`config.mk`:
```
export PLATFORM = sky130hd
export DESIGN_NAME = exception_entry_and_decrementer
export DESIGN_NICKNAME = d
export VERILOG_FILES = /design/src/rtl/core/eed_pkg.sv /design/src/rtl/core/exception_entry_and_decrementer.sv
export SDC_FILE = /design/constraint.sdc
export NUM_CORES = 1
export LEC_CHECK = 0
export ABC_CLOCK_PERIOD_IN_PS = 38700
export BUFFER_PORTS_ARGS = -buffer_cell sky130_fd_sc_hd__buf_2
export CORE_MARGIN = 5
export CORE_UTILIZATION = 45
export CTS_CLUSTER_SIZE = 40
export DETAILED_ROUTE_END_ITERATION = 10
export PLACE_DENSITY = 0.78
export SYNTH_ARGS = -nofsm -noshare
export SYNTH_HDL_FRONTEND = slang
export SYNTH_SLANG_ARGS = --single-unit
```
`constraint.sdc`:
```
create_clock -name clock -period 38.7 [get_ports clock]
set_input_delay 5.805 -clock clock [delete_from_list [all_inputs] [get_ports clock]]
set_output_delay 5.805 -clock clock [all_outputs]
set_load 0.1 [all_outputs]
```
`src/rtl/core/eed_pkg.sv`:
```
package eed_pkg;

   typedef enum logic [2:0] {
      CMD_TICK      = 3'd0,
      CMD_EXCEPTION = 3'd1,
      CMD_WRITE_MSR = 3'd2,
      CMD_WRITE_DEC = 3'd3,
      CMD_ACK       = 3'd4
   } cmd_type;

   typedef enum logic [2:0] {
      MMU_NONE       = 3'd0,
      MMU_PAGE_FAULT = 3'd1,
      MMU_PROT_FETCH = 3'd2,
      MMU_NO_EXEC    = 3'd3,
      MMU_PROT_READ  = 3'd4,
      MMU_PROT_WRITE = 3'd5
   } mmu_type;

   typedef enum logic [2:0] {
      PCAUSE_NONE    = 3'd0,
      PCAUSE_FPU     = 3'd1,
      PCAUSE_ILLEGAL = 3'd2,
      PCAUSE_PRIV    = 3'd3,
      PCAUSE_TRAP    = 3'd4
   } pcause_type;

   localparam logic [31:0] VEC_DSI  = 32'h0000_0300;
   localparam logic [31:0] VEC_ISI  = 32'h0000_0400;
   localparam logic [31:0] VEC_PROG = 32'h0000_0700;

   localparam logic [31:0] MSR_EE = 32'h0000_8000;
   localparam logic [31:0] MSR_IR = 32'h0000_0020;
   localparam logic [31:0] MSR_DR = 32'h0000_0010;
   localparam logic [31:0] MSR_RI = 32'h0000_0002;
   localparam logic [31:0] MSR_ENTRY_CLEAR = MSR_EE | MSR_IR | MSR_DR | MSR_RI;

   localparam logic [31:0] DEC_SIGN_BIT = 32'h8000_0000;

   localparam logic [31:0] ISI_KEEP_MASK  = 32'h0fff_ffff;
   localparam logic [31:0] PROG_KEEP_MASK = 32'h0000_ffff;

   localparam logic [31:0] CAUSE_PAGE_FAULT  = 32'h4000_0000;
   localparam logic [31:0] CAUSE_PROT        = 32'h0800_0000;
   localparam logic [31:0] CAUSE_NO_EXEC     = 32'h1000_0000;
   localparam logic [31:0] CAUSE_PROT_STORE  = 32'h0A00_0000;
   localparam logic [31:0] CAUSE_FPU         = 32'h0010_0000;
   localparam logic [31:0] CAUSE_ILLEGAL     = 32'h0008_0000;
   localparam logic [31:0] CAUSE_PRIV        = 32'h0004_0000;
   localparam logic [31:0] CAUSE_TRAP        = 32'h0002_0000;

   localparam logic [15:0] TB_STEP_RESET = 16'd1;

   typedef struct packed {
      logic [31:0] handler_pc;
      logic [31:0] msr;
      logic [31:0] srr0;
      logic [31:0] srr1;
      logic [31:0] dsisr;
      logic [63:0] timebase;
      logic [31:0] decrementer;
      logic        decrementer_request;
      logic        in_exception;
      logic        double_fault;
   } rsp_type;

endpackage

```
`src/rtl/core/exception_entry_and_decrementer.sv`:
```
// Channel  Direction  Handshake            Payload
// req_     in         req_valid/req_stall  command, vector, pc, mmu, cause, value
// rsp_     out        rsp_valid/rsp_stall  handler pc, msr, srr0/1, dsisr, tb, dec, flags
// csr_     in         csr_wr_en            timebase step (16 bit)
//
// One request per cycle while req_stall is low. The architectural registers update
// at the edge that accepts a request, and its response is registered at that edge.
// A skid register behind the output register keeps req_stall registered: the
// block stalls requests during reset and while both hold an unclaimed response.
// Reset (synchronous, active high) clears all but the payload; the step is set to 1.
module exception_entry_and_decrementer (
   input  logic        clock,
   input  logic        reset,
   input  logic        req_valid,
   output logic        req_stall,
   input  logic [2:0]  req_command,
   input  logic [31:0] req_exception_vector,
   input  logic [31:0] req_current_pc,
   input  logic [2:0]  req_mmu_result,
   input  logic [2:0]  req_program_cause,
   input  logic [31:0] req_write_value,
   output logic        rsp_valid,
   input  logic        rsp_stall,
   output logic [31:0] rsp_handler_pc,
   output logic [31:0] rsp_msr_out,
   output logic [31:0] rsp_srr0_out,
   output logic [31:0] rsp_srr1_out,
   output logic [31:0] rsp_dsisr_out,
   output logic [63:0] rsp_timebase_out,
   output logic [31:0] rsp_decrementer_out,
   output logic        rsp_decrementer_request,
   output logic        rsp_in_exception,
   output logic        rsp_double_fault,
   input  logic        csr_wr_en,
   input  logic [15:0] csr_wr_data
);

   // architectural state
   logic [15:0] tb_step_ff;
   logic [31:0] msr_ff,   msr_in;
   logic [31:0] srr0_ff,  srr0_in;
   logic [31:0] srr1_ff,  srr1_in;
   logic [31:0] dsisr_ff, dsisr_in;
   logic [63:0] tb_ff,    tb_in;
   logic [31:0] dec_ff,   dec_in;
   logic        dec_pend_ff, dec_pend_in;
   logic        exc_pend_ff, exc_pend_in;

   // response path: output register and skid register
   eed_pkg::rsp_type out_ff, out_in;
   eed_pkg::rsp_type skid_ff, skid_in;
   logic             out_valid_ff, out_valid_in;
   logic             skid_valid_ff, skid_valid_in;

   eed_pkg::rsp_type step_rsp;
   logic             accept;
   logic             out_taken;
   logic             dbl;
   logic [31:0]      dec_dec;
   logic [31:0]      srr1_exc;
   logic [31:0]      dsisr_exc;

   // hold requests off during reset and while the skid register is occupied
   assign req_stall = skid_valid_ff | reset;
   assign accept    = req_valid & ~req_stall;
   assign out_taken = out_valid_ff & ~rsp_stall;

   // cause bits for the exception entry
   always_comb begin
      srr1_exc  = msr_ff;
      dsisr_exc = dsisr_ff;
      if (req_exception_vector == eed_pkg::VEC_ISI) begin
         srr1_exc = msr_ff & eed_pkg::ISI_KEEP_MASK;
         case (eed_pkg::mmu_type'(req_mmu_result))
            eed_pkg::MMU_PAGE_FAULT: srr1_exc = srr1_exc | eed_pkg::CAUSE_PAGE_FAULT;
            eed_pkg::MMU_PROT_FETCH: srr1_exc = srr1_exc | eed_pkg::CAUSE_PROT;
            eed_pkg::MMU_NO_EXEC:    srr1_exc = srr1_exc | eed_pkg::CAUSE_NO_EXEC;
            default:                 srr1_exc = srr1_exc;
         endcase
      end else if (req_exception_vector == eed_pkg::VEC_DSI) begin
         case (eed_pkg::mmu_type'(req_mmu_result))
            eed_pkg::MMU_PAGE_FAULT: dsisr_exc = eed_pkg::CAUSE_PAGE_FAULT;
            eed_pkg::MMU_PROT_READ:  dsisr_exc = eed_pkg::CAUSE_PROT;
            eed_pkg::MMU_PROT_WRITE: dsisr_exc = eed_pkg::CAUSE_PROT_STORE;
            default:                 dsisr_exc = '0;
         endcase
      end else if (req_exception_vector == eed_pkg::VEC_PROG) begin
         srr1_exc = msr_ff & eed_pkg::PROG_KEEP_MASK;
         case (eed_pkg::pcause_type'(req_program_cause))
            eed_pkg::PCAUSE_FPU:     srr1_exc = srr1_exc | eed_pkg::CAUSE_FPU;
            eed_pkg::PCAUSE_ILLEGAL: srr1_exc = srr1_exc | eed_pkg::CAUSE_ILLEGAL;
            eed_pkg::PCAUSE_PRIV:    srr1_exc = srr1_exc | eed_pkg::CAUSE_PRIV;
            eed_pkg::PCAUSE_TRAP:    srr1_exc = srr1_exc | eed_pkg::CAUSE_TRAP;
            default:                 srr1_exc = srr1_exc;
         endcase
      end
   end

   assign dec_dec = dec_ff - 32'd1;

   // next architectural state for the request on the port
   always_comb begin
      msr_in      = msr_ff;
      srr0_in     = srr0_ff;
      srr1_in     = srr1_ff;
      dsisr_in    = dsisr_ff;
      tb_in       = tb_ff;
      dec_in      = dec_ff;
      dec_pend_in = dec_pend_ff;
      exc_pend_in = exc_pend_ff;
      dbl         = 1'b0;
      unique case (eed_pkg::cmd_type'(req_command))
         eed_pkg::CMD_TICK: begin
            tb_in  = tb_ff + {48'd0, tb_step_ff};
            dec_in = dec_dec;
            // raise the request when the sign bit flips with interrupts on
            if ((((dec_ff ^ dec_dec) & eed_pkg::DEC_SIGN_BIT) != '0) &&
                ((msr_ff & eed_pkg::MSR_EE) != '0)) begin
               dec_pend_in = 1'b1;
            end
         end
         eed_pkg::CMD_EXCEPTION: begin
            dbl         = exc_pend_ff;
            srr0_in     = req_current_pc;
            srr1_in     = srr1_exc;
            dsisr_in    = dsisr_exc;
            msr_in      = msr_ff & ~eed_pkg::MSR_ENTRY_CLEAR;
            exc_pend_in = 1'b1;
         end
         eed_pkg::CMD_WRITE_MSR: begin
            msr_in = req_write_value;
         end
         eed_pkg::CMD_WRITE_DEC: begin
            dec_in = req_write_value;
         end
         eed_pkg::CMD_ACK: begin
            if (req_write_value[0]) begin
               exc_pend_in = 1'b0;
            end
            if (req_write_value[1]) begin
               dec_pend_in = 1'b0;
            end
         end
         default: begin
            // unknown command: leave state alone
            dbl = 1'b0;
         end
      endcase
   end

   // response built from the updated state
   always_comb begin
      step_rsp.handler_pc = (eed_pkg::cmd_type'(req_command) == eed_pkg::CMD_EXCEPTION)
                            ? req_exception_vector : req_current_pc;
      step_rsp.msr                 = msr_in;
      step_rsp.srr0                = srr0_in;
      step_rsp.srr1                = srr1_in;
      step_rsp.dsisr               = dsisr_in;
      step_rsp.timebase            = tb_in;
      step_rsp.decrementer         = dec_in;
      step_rsp.decrementer_request = dec_pend_in;
      step_rsp.in_exception        = exc_pend_in;
      step_rsp.double_fault        = dbl;
   end

   // advance the output register from the skid first, else from the new request;
   // park a new request in the skid when the output register is held
   always_comb begin
      out_in        = out_ff;
      skid_in       = skid_ff;
      out_valid_in  = out_valid_ff;
      skid_valid_in = skid_valid_ff;
      if (!out_valid_ff || out_taken) begin
         if (skid_valid_ff) begin
            out_in        = skid_ff;
            out_valid_in  = 1'b1;
            skid_valid_in = 1'b0;
         end else begin
            out_in       = step_rsp;
            out_valid_in = accept;
         end
      end else if (accept) begin
         skid_in       = step_rsp;
         skid_valid_in = 1'b1;
      end
   end

   always_ff @(posedge clock) begin
      if (reset) begin
         tb_step_ff    <= eed_pkg::TB_STEP_RESET;
         msr_ff        <= '0;
         srr0_ff       <= '0;
         srr1_ff       <= '0;
         dsisr_ff      <= '0;
         tb_ff         <= '0;
         dec_ff        <= '0;
         dec_pend_ff   <= 1'b0;
         exc_pend_ff   <= 1'b0;
         out_valid_ff  <= 1'b0;
         skid_valid_ff <= 1'b0;
      end else begin
         if (csr_wr_en) begin
            tb_step_ff <= csr_wr_data;
         end
         if (accept) begin
            msr_ff      <= msr_in;
            srr0_ff     <= srr0_in;
            srr1_ff     <= srr1_in;
            dsisr_ff    <= dsisr_in;
            tb_ff       <= tb_in;
            dec_ff      <= dec_in;
            dec_pend_ff <= dec_pend_in;
            exc_pend_ff <= exc_pend_in;
         end
         out_valid_ff  <= out_valid_in;
         skid_valid_ff <= skid_valid_in;
      end
   end

   // payload registers need no reset
   always_ff @(posedge clock) begin
      out_ff  <= out_in;
      skid_ff <= skid_in;
   end

   assign rsp_valid               = out_valid_ff;
   assign rsp_handler_pc          = out_ff.handler_pc;
   assign rsp_msr_out             = out_ff.msr;
   assign rsp_srr0_out            = out_ff.srr0;
   assign rsp_srr1_out            = out_ff.srr1;
   assign rsp_dsisr_out           = out_ff.dsisr;
   assign rsp_timebase_out        = out_ff.timebase;
   assign rsp_decrementer_out     = out_ff.decrementer;
   assign rsp_decrementer_request = out_ff.decrementer_request;
   assign rsp_in_exception        = out_ff.in_exception;
   assign rsp_double_fault        = out_ff.double_fault;

   // the skid register is only ever filled behind a full output register
   a_skid_behind_out: assert property (@(posedge clock) disable iff (reset)
      skid_valid_ff |-> out_valid_ff)
      else $error("skid register holds a response with the output register empty");

   // the output register holds a valid response after every accepted request
   a_accept_gives_rsp: assert property (@(posedge clock) disable iff (reset)
      accept |=> out_valid_ff)
      else $error("accepted request produced no response");

   // a double fault is only reported on a step that leaves an exception pending
   a_double_fault_pending: assert property (@(posedge clock) disable iff (reset)
      (out_valid_ff && out_ff.double_fault) |-> out_ff.in_exception)
      else $error("double fault reported without a pending exception");

   // an accepted exception leaves the entry bits of the MSR clear
   a_entry_msr_clear: assert property (@(posedge clock) disable iff (reset)
      (accept && eed_pkg::cmd_type'(req_command) == eed_pkg::CMD_EXCEPTION)
      |=> ((msr_ff & eed_pkg::MSR_ENTRY_CLEAR) == '0) && exc_pend_ff)
      else $error("exception entry left MSR entry bits set");

endmodule
```
==> results.yml <==
status:
  run_status: "finished, final reports clean"
layout:
  multi_input_area_mm2: 0.01138
  final_nets: 3261
  design_area_mm2: 0.03809
  regArea_mm2: 0.02044
  final_common_cell: "edfxtp_1"
  final_cell_mix: "edfxtp_1 (518), buf_2 (385), nand2_1 (372), nor2_1 (360), mux2_2 (278)"
  final_core_util_pct: 53.28
  drive_gt1_share_pct: 26.38
  area_growth_pct: 17.25
  fill_cells: 5952
job:
  max_cap_viol_count: 0
route:
  postRouteAntennaNets: 0
  vias_per_cell: 5.463
  drtIter0Drc: 2037
  num_vias: 22660
  drt-total-wl_um: 84370
  avgRoutedWirePerCell_um: 20.34
  first_pass_iters: 6
  drc_errors: 0
yosys:
  ys_warn_count: 0
  synth_edf_count: 518
  synth_nets: 2933
  yosys.cell_types.count: 63
  synthesis.area_mm2: 0.03248
  yosys_register_bits: 762
  ys_seq_area_share_pct: 62.93
  synthArstFlopShare_pct: 0
  avgSynthCellArea_um2: 11.65
  ys.flop_type: "edfxtp_1"
  syn_inst: 2789
timing:
  setup_violations: 0
  min_period_ns: 12.64
  hold_ws_ns: 0.4486
  rsz0062_at_grt: "no"
  tightest_slew_ns: 1.169
  post-route-period-util_pct: 32.67
  maxSlewViolCount: 0
  fmax_ghz: 0.07910
  tns_ns: 0
  finClkSkew_ns: 0.02839
  slew_headroom_pct: 21.32
  final_hold_viol_count: 0
power:
  total_power_w: 0.002069
  leakage_nw: 15.09
  pwr_density_cell_mw_per_mm2: 54.32
  ir_drop_v: 0.00005101
worst_setup_path:
  crit_type: "primary input to output port"
  arrival_ns: 6.84
  reg2reg_slack_ns: 35.09
  r2r-end: "dec_ff[28]"
  rr_worst_depth: 7
  worstSetupStartpointType: "primary input"
  timing.rr.start: "skid_valid_ff"
  critPathRequiredTime_ns: 32.90
  cp_max_fo: 53
  crit_path_end_kind: "output port"
floorplanning:
  core_mm2: 0.07149
  fp-row-count: 98
  die_w_um: 278.7
  boundaryPins: 387
  die_area_mm2: 0.07766
  start_util_pct: 45.44
  die_h_um: 278.7
clock_network:
  cts_buffers: 83
  clk_latency_ns: 0.62
  cts.repair.resized: 0
  root_buffer: "clkbuf_16"
  cts_tree: "yes"
  clk_pin_slew_ns: 0.06
  postCtsSetupBuffers: 0
  cts_max_level: 3
  cts_buffer_depth: 3
  cts.hold.buffers_added: 0
  clock_sinks: 762
global_route:
  grt_overflow: 0
  antenna_found_initial: 18
  grt_pass1_vias: 21950
  grtUsageTotal_pct: 20.81
  grt_max_degree: 159
  grt_pass1_wl_um: 128000
hold_path:
  min-delay-start: "dsisr_ff[28]"
  min_path_cells: 1
  min_to: "dsisr_ff[28]"
  hold_class: "register to register"
placed_design:
  io_buffers: 386
  place_area_mm2: 0.03527
  gp_congestion: 0.8726
  place_hpwl_um: 55260
metal layers:
metal / GRT usage (%) / wire, um
met5: 0 / 75
met4: 8.774 / 3246
met3: 4.281 / 5949
met2: 32.36 / 38750
met1: 28.66 / 36360
synth_stat cells, drive strengths merged (28+ instances only):
cell type / n / area [um^2]
edfxtp: 518 / 15550
xor2: 43 / 376.6
nor3: 173 / 865.8
dfxtp: 244 / 4885
a21oi: 71 / 355.3
nand2: 373 / 1400
xnor2: 58 / 508.0
nor2: 361 / 1355
and2: 62 / 387.9
nand3: 52 / 260.3
o21ai: 69 / 345.3
nor4: 30 / 209.0
mux2: 278 / 3131
clkbuf: 149 / 559.3
nand4: 28 / 175.2
worst max-delay path by stage:
stage,from,to,cells past startpoint
detailed placement,reset,req_stall,3
CTS,reset,req_stall,3
global placement,reset,req_stall,3
global route,reset,req_stall,3
floorplan,rsp_stall,skid_ff[0],2
finish,reset,req_stall,3
power breakdown:
part	switching (W)	internal [W]	leakage (nW)
clock network	0.000326	0.000471	1.35
logic	0.000277	0.0000600	6.59
registers	0.0000191	0.000915	7.15
state kept, by name (all words and copies together), names as in the netlist:
register and cells:
rsp_dsisr_out 32, srr0_ff 32, dec_pend_ff 1, tb_step_ff 16
dsisr_ff 32, rsp_decrementer_request 1, dec_ff 32, rsp_in_exception 1
msr_ff 32, rsp_srr0_out 32, rsp_timebase_out 64, rsp_srr1_out 32
tb_ff 64, srr1_ff 32, exc_pend_ff 1, rsp_valid 1
rsp_decrementer_out 32, skid_valid_ff 1, rsp_msr_out 32, skid_ff 259
rsp_double_fault 1, rsp_handler_pc 32
critical path, stage by stage:
cell and delay (ns):
clkbuf_8 0.38, or2_2 0.19, buf_2 0.42
metrics by stage:
step           setup slack, ns  std cells
6_report                 26.06       4148
5_1_grt                  26.02       4145
3_3_place_gp             26.05       3982
4_1_cts                  26.05       4138
3_5_place_dp             26.05       3982
2_1_floorplan            10.32       2789
logic make-up after synthesis:
| logic type | after synthesis | synth area share, % |
|---|---|---|
| DFF | 762 | 62.93 |
| buffers and inverters | 194 | 2.246 |
| AOI/OAI and AO/OA | 245 | 4.803 |
| adders and majority gates | 18 | 0.7164 |
| muxes | 299 | 10.28 |
| and+or+nand+nor | 1170 | 16.30 |
| xor gates and xnor gates | 101 | 2.723 |
cell type report:
class | count | area share, %
repair buffers | 412 | 5.674
multi-input cells | 1833 | 29.88
clock inverters | 38 | 0.9987
well taps | 950 | 3.121
diodes | 10 | 0.06571
inverters | 25 | 0.2464
clock buffers | 118 | 6.337
flip-flops and latches | 762 | 53.68
Power figures use the tool's default switching activity.
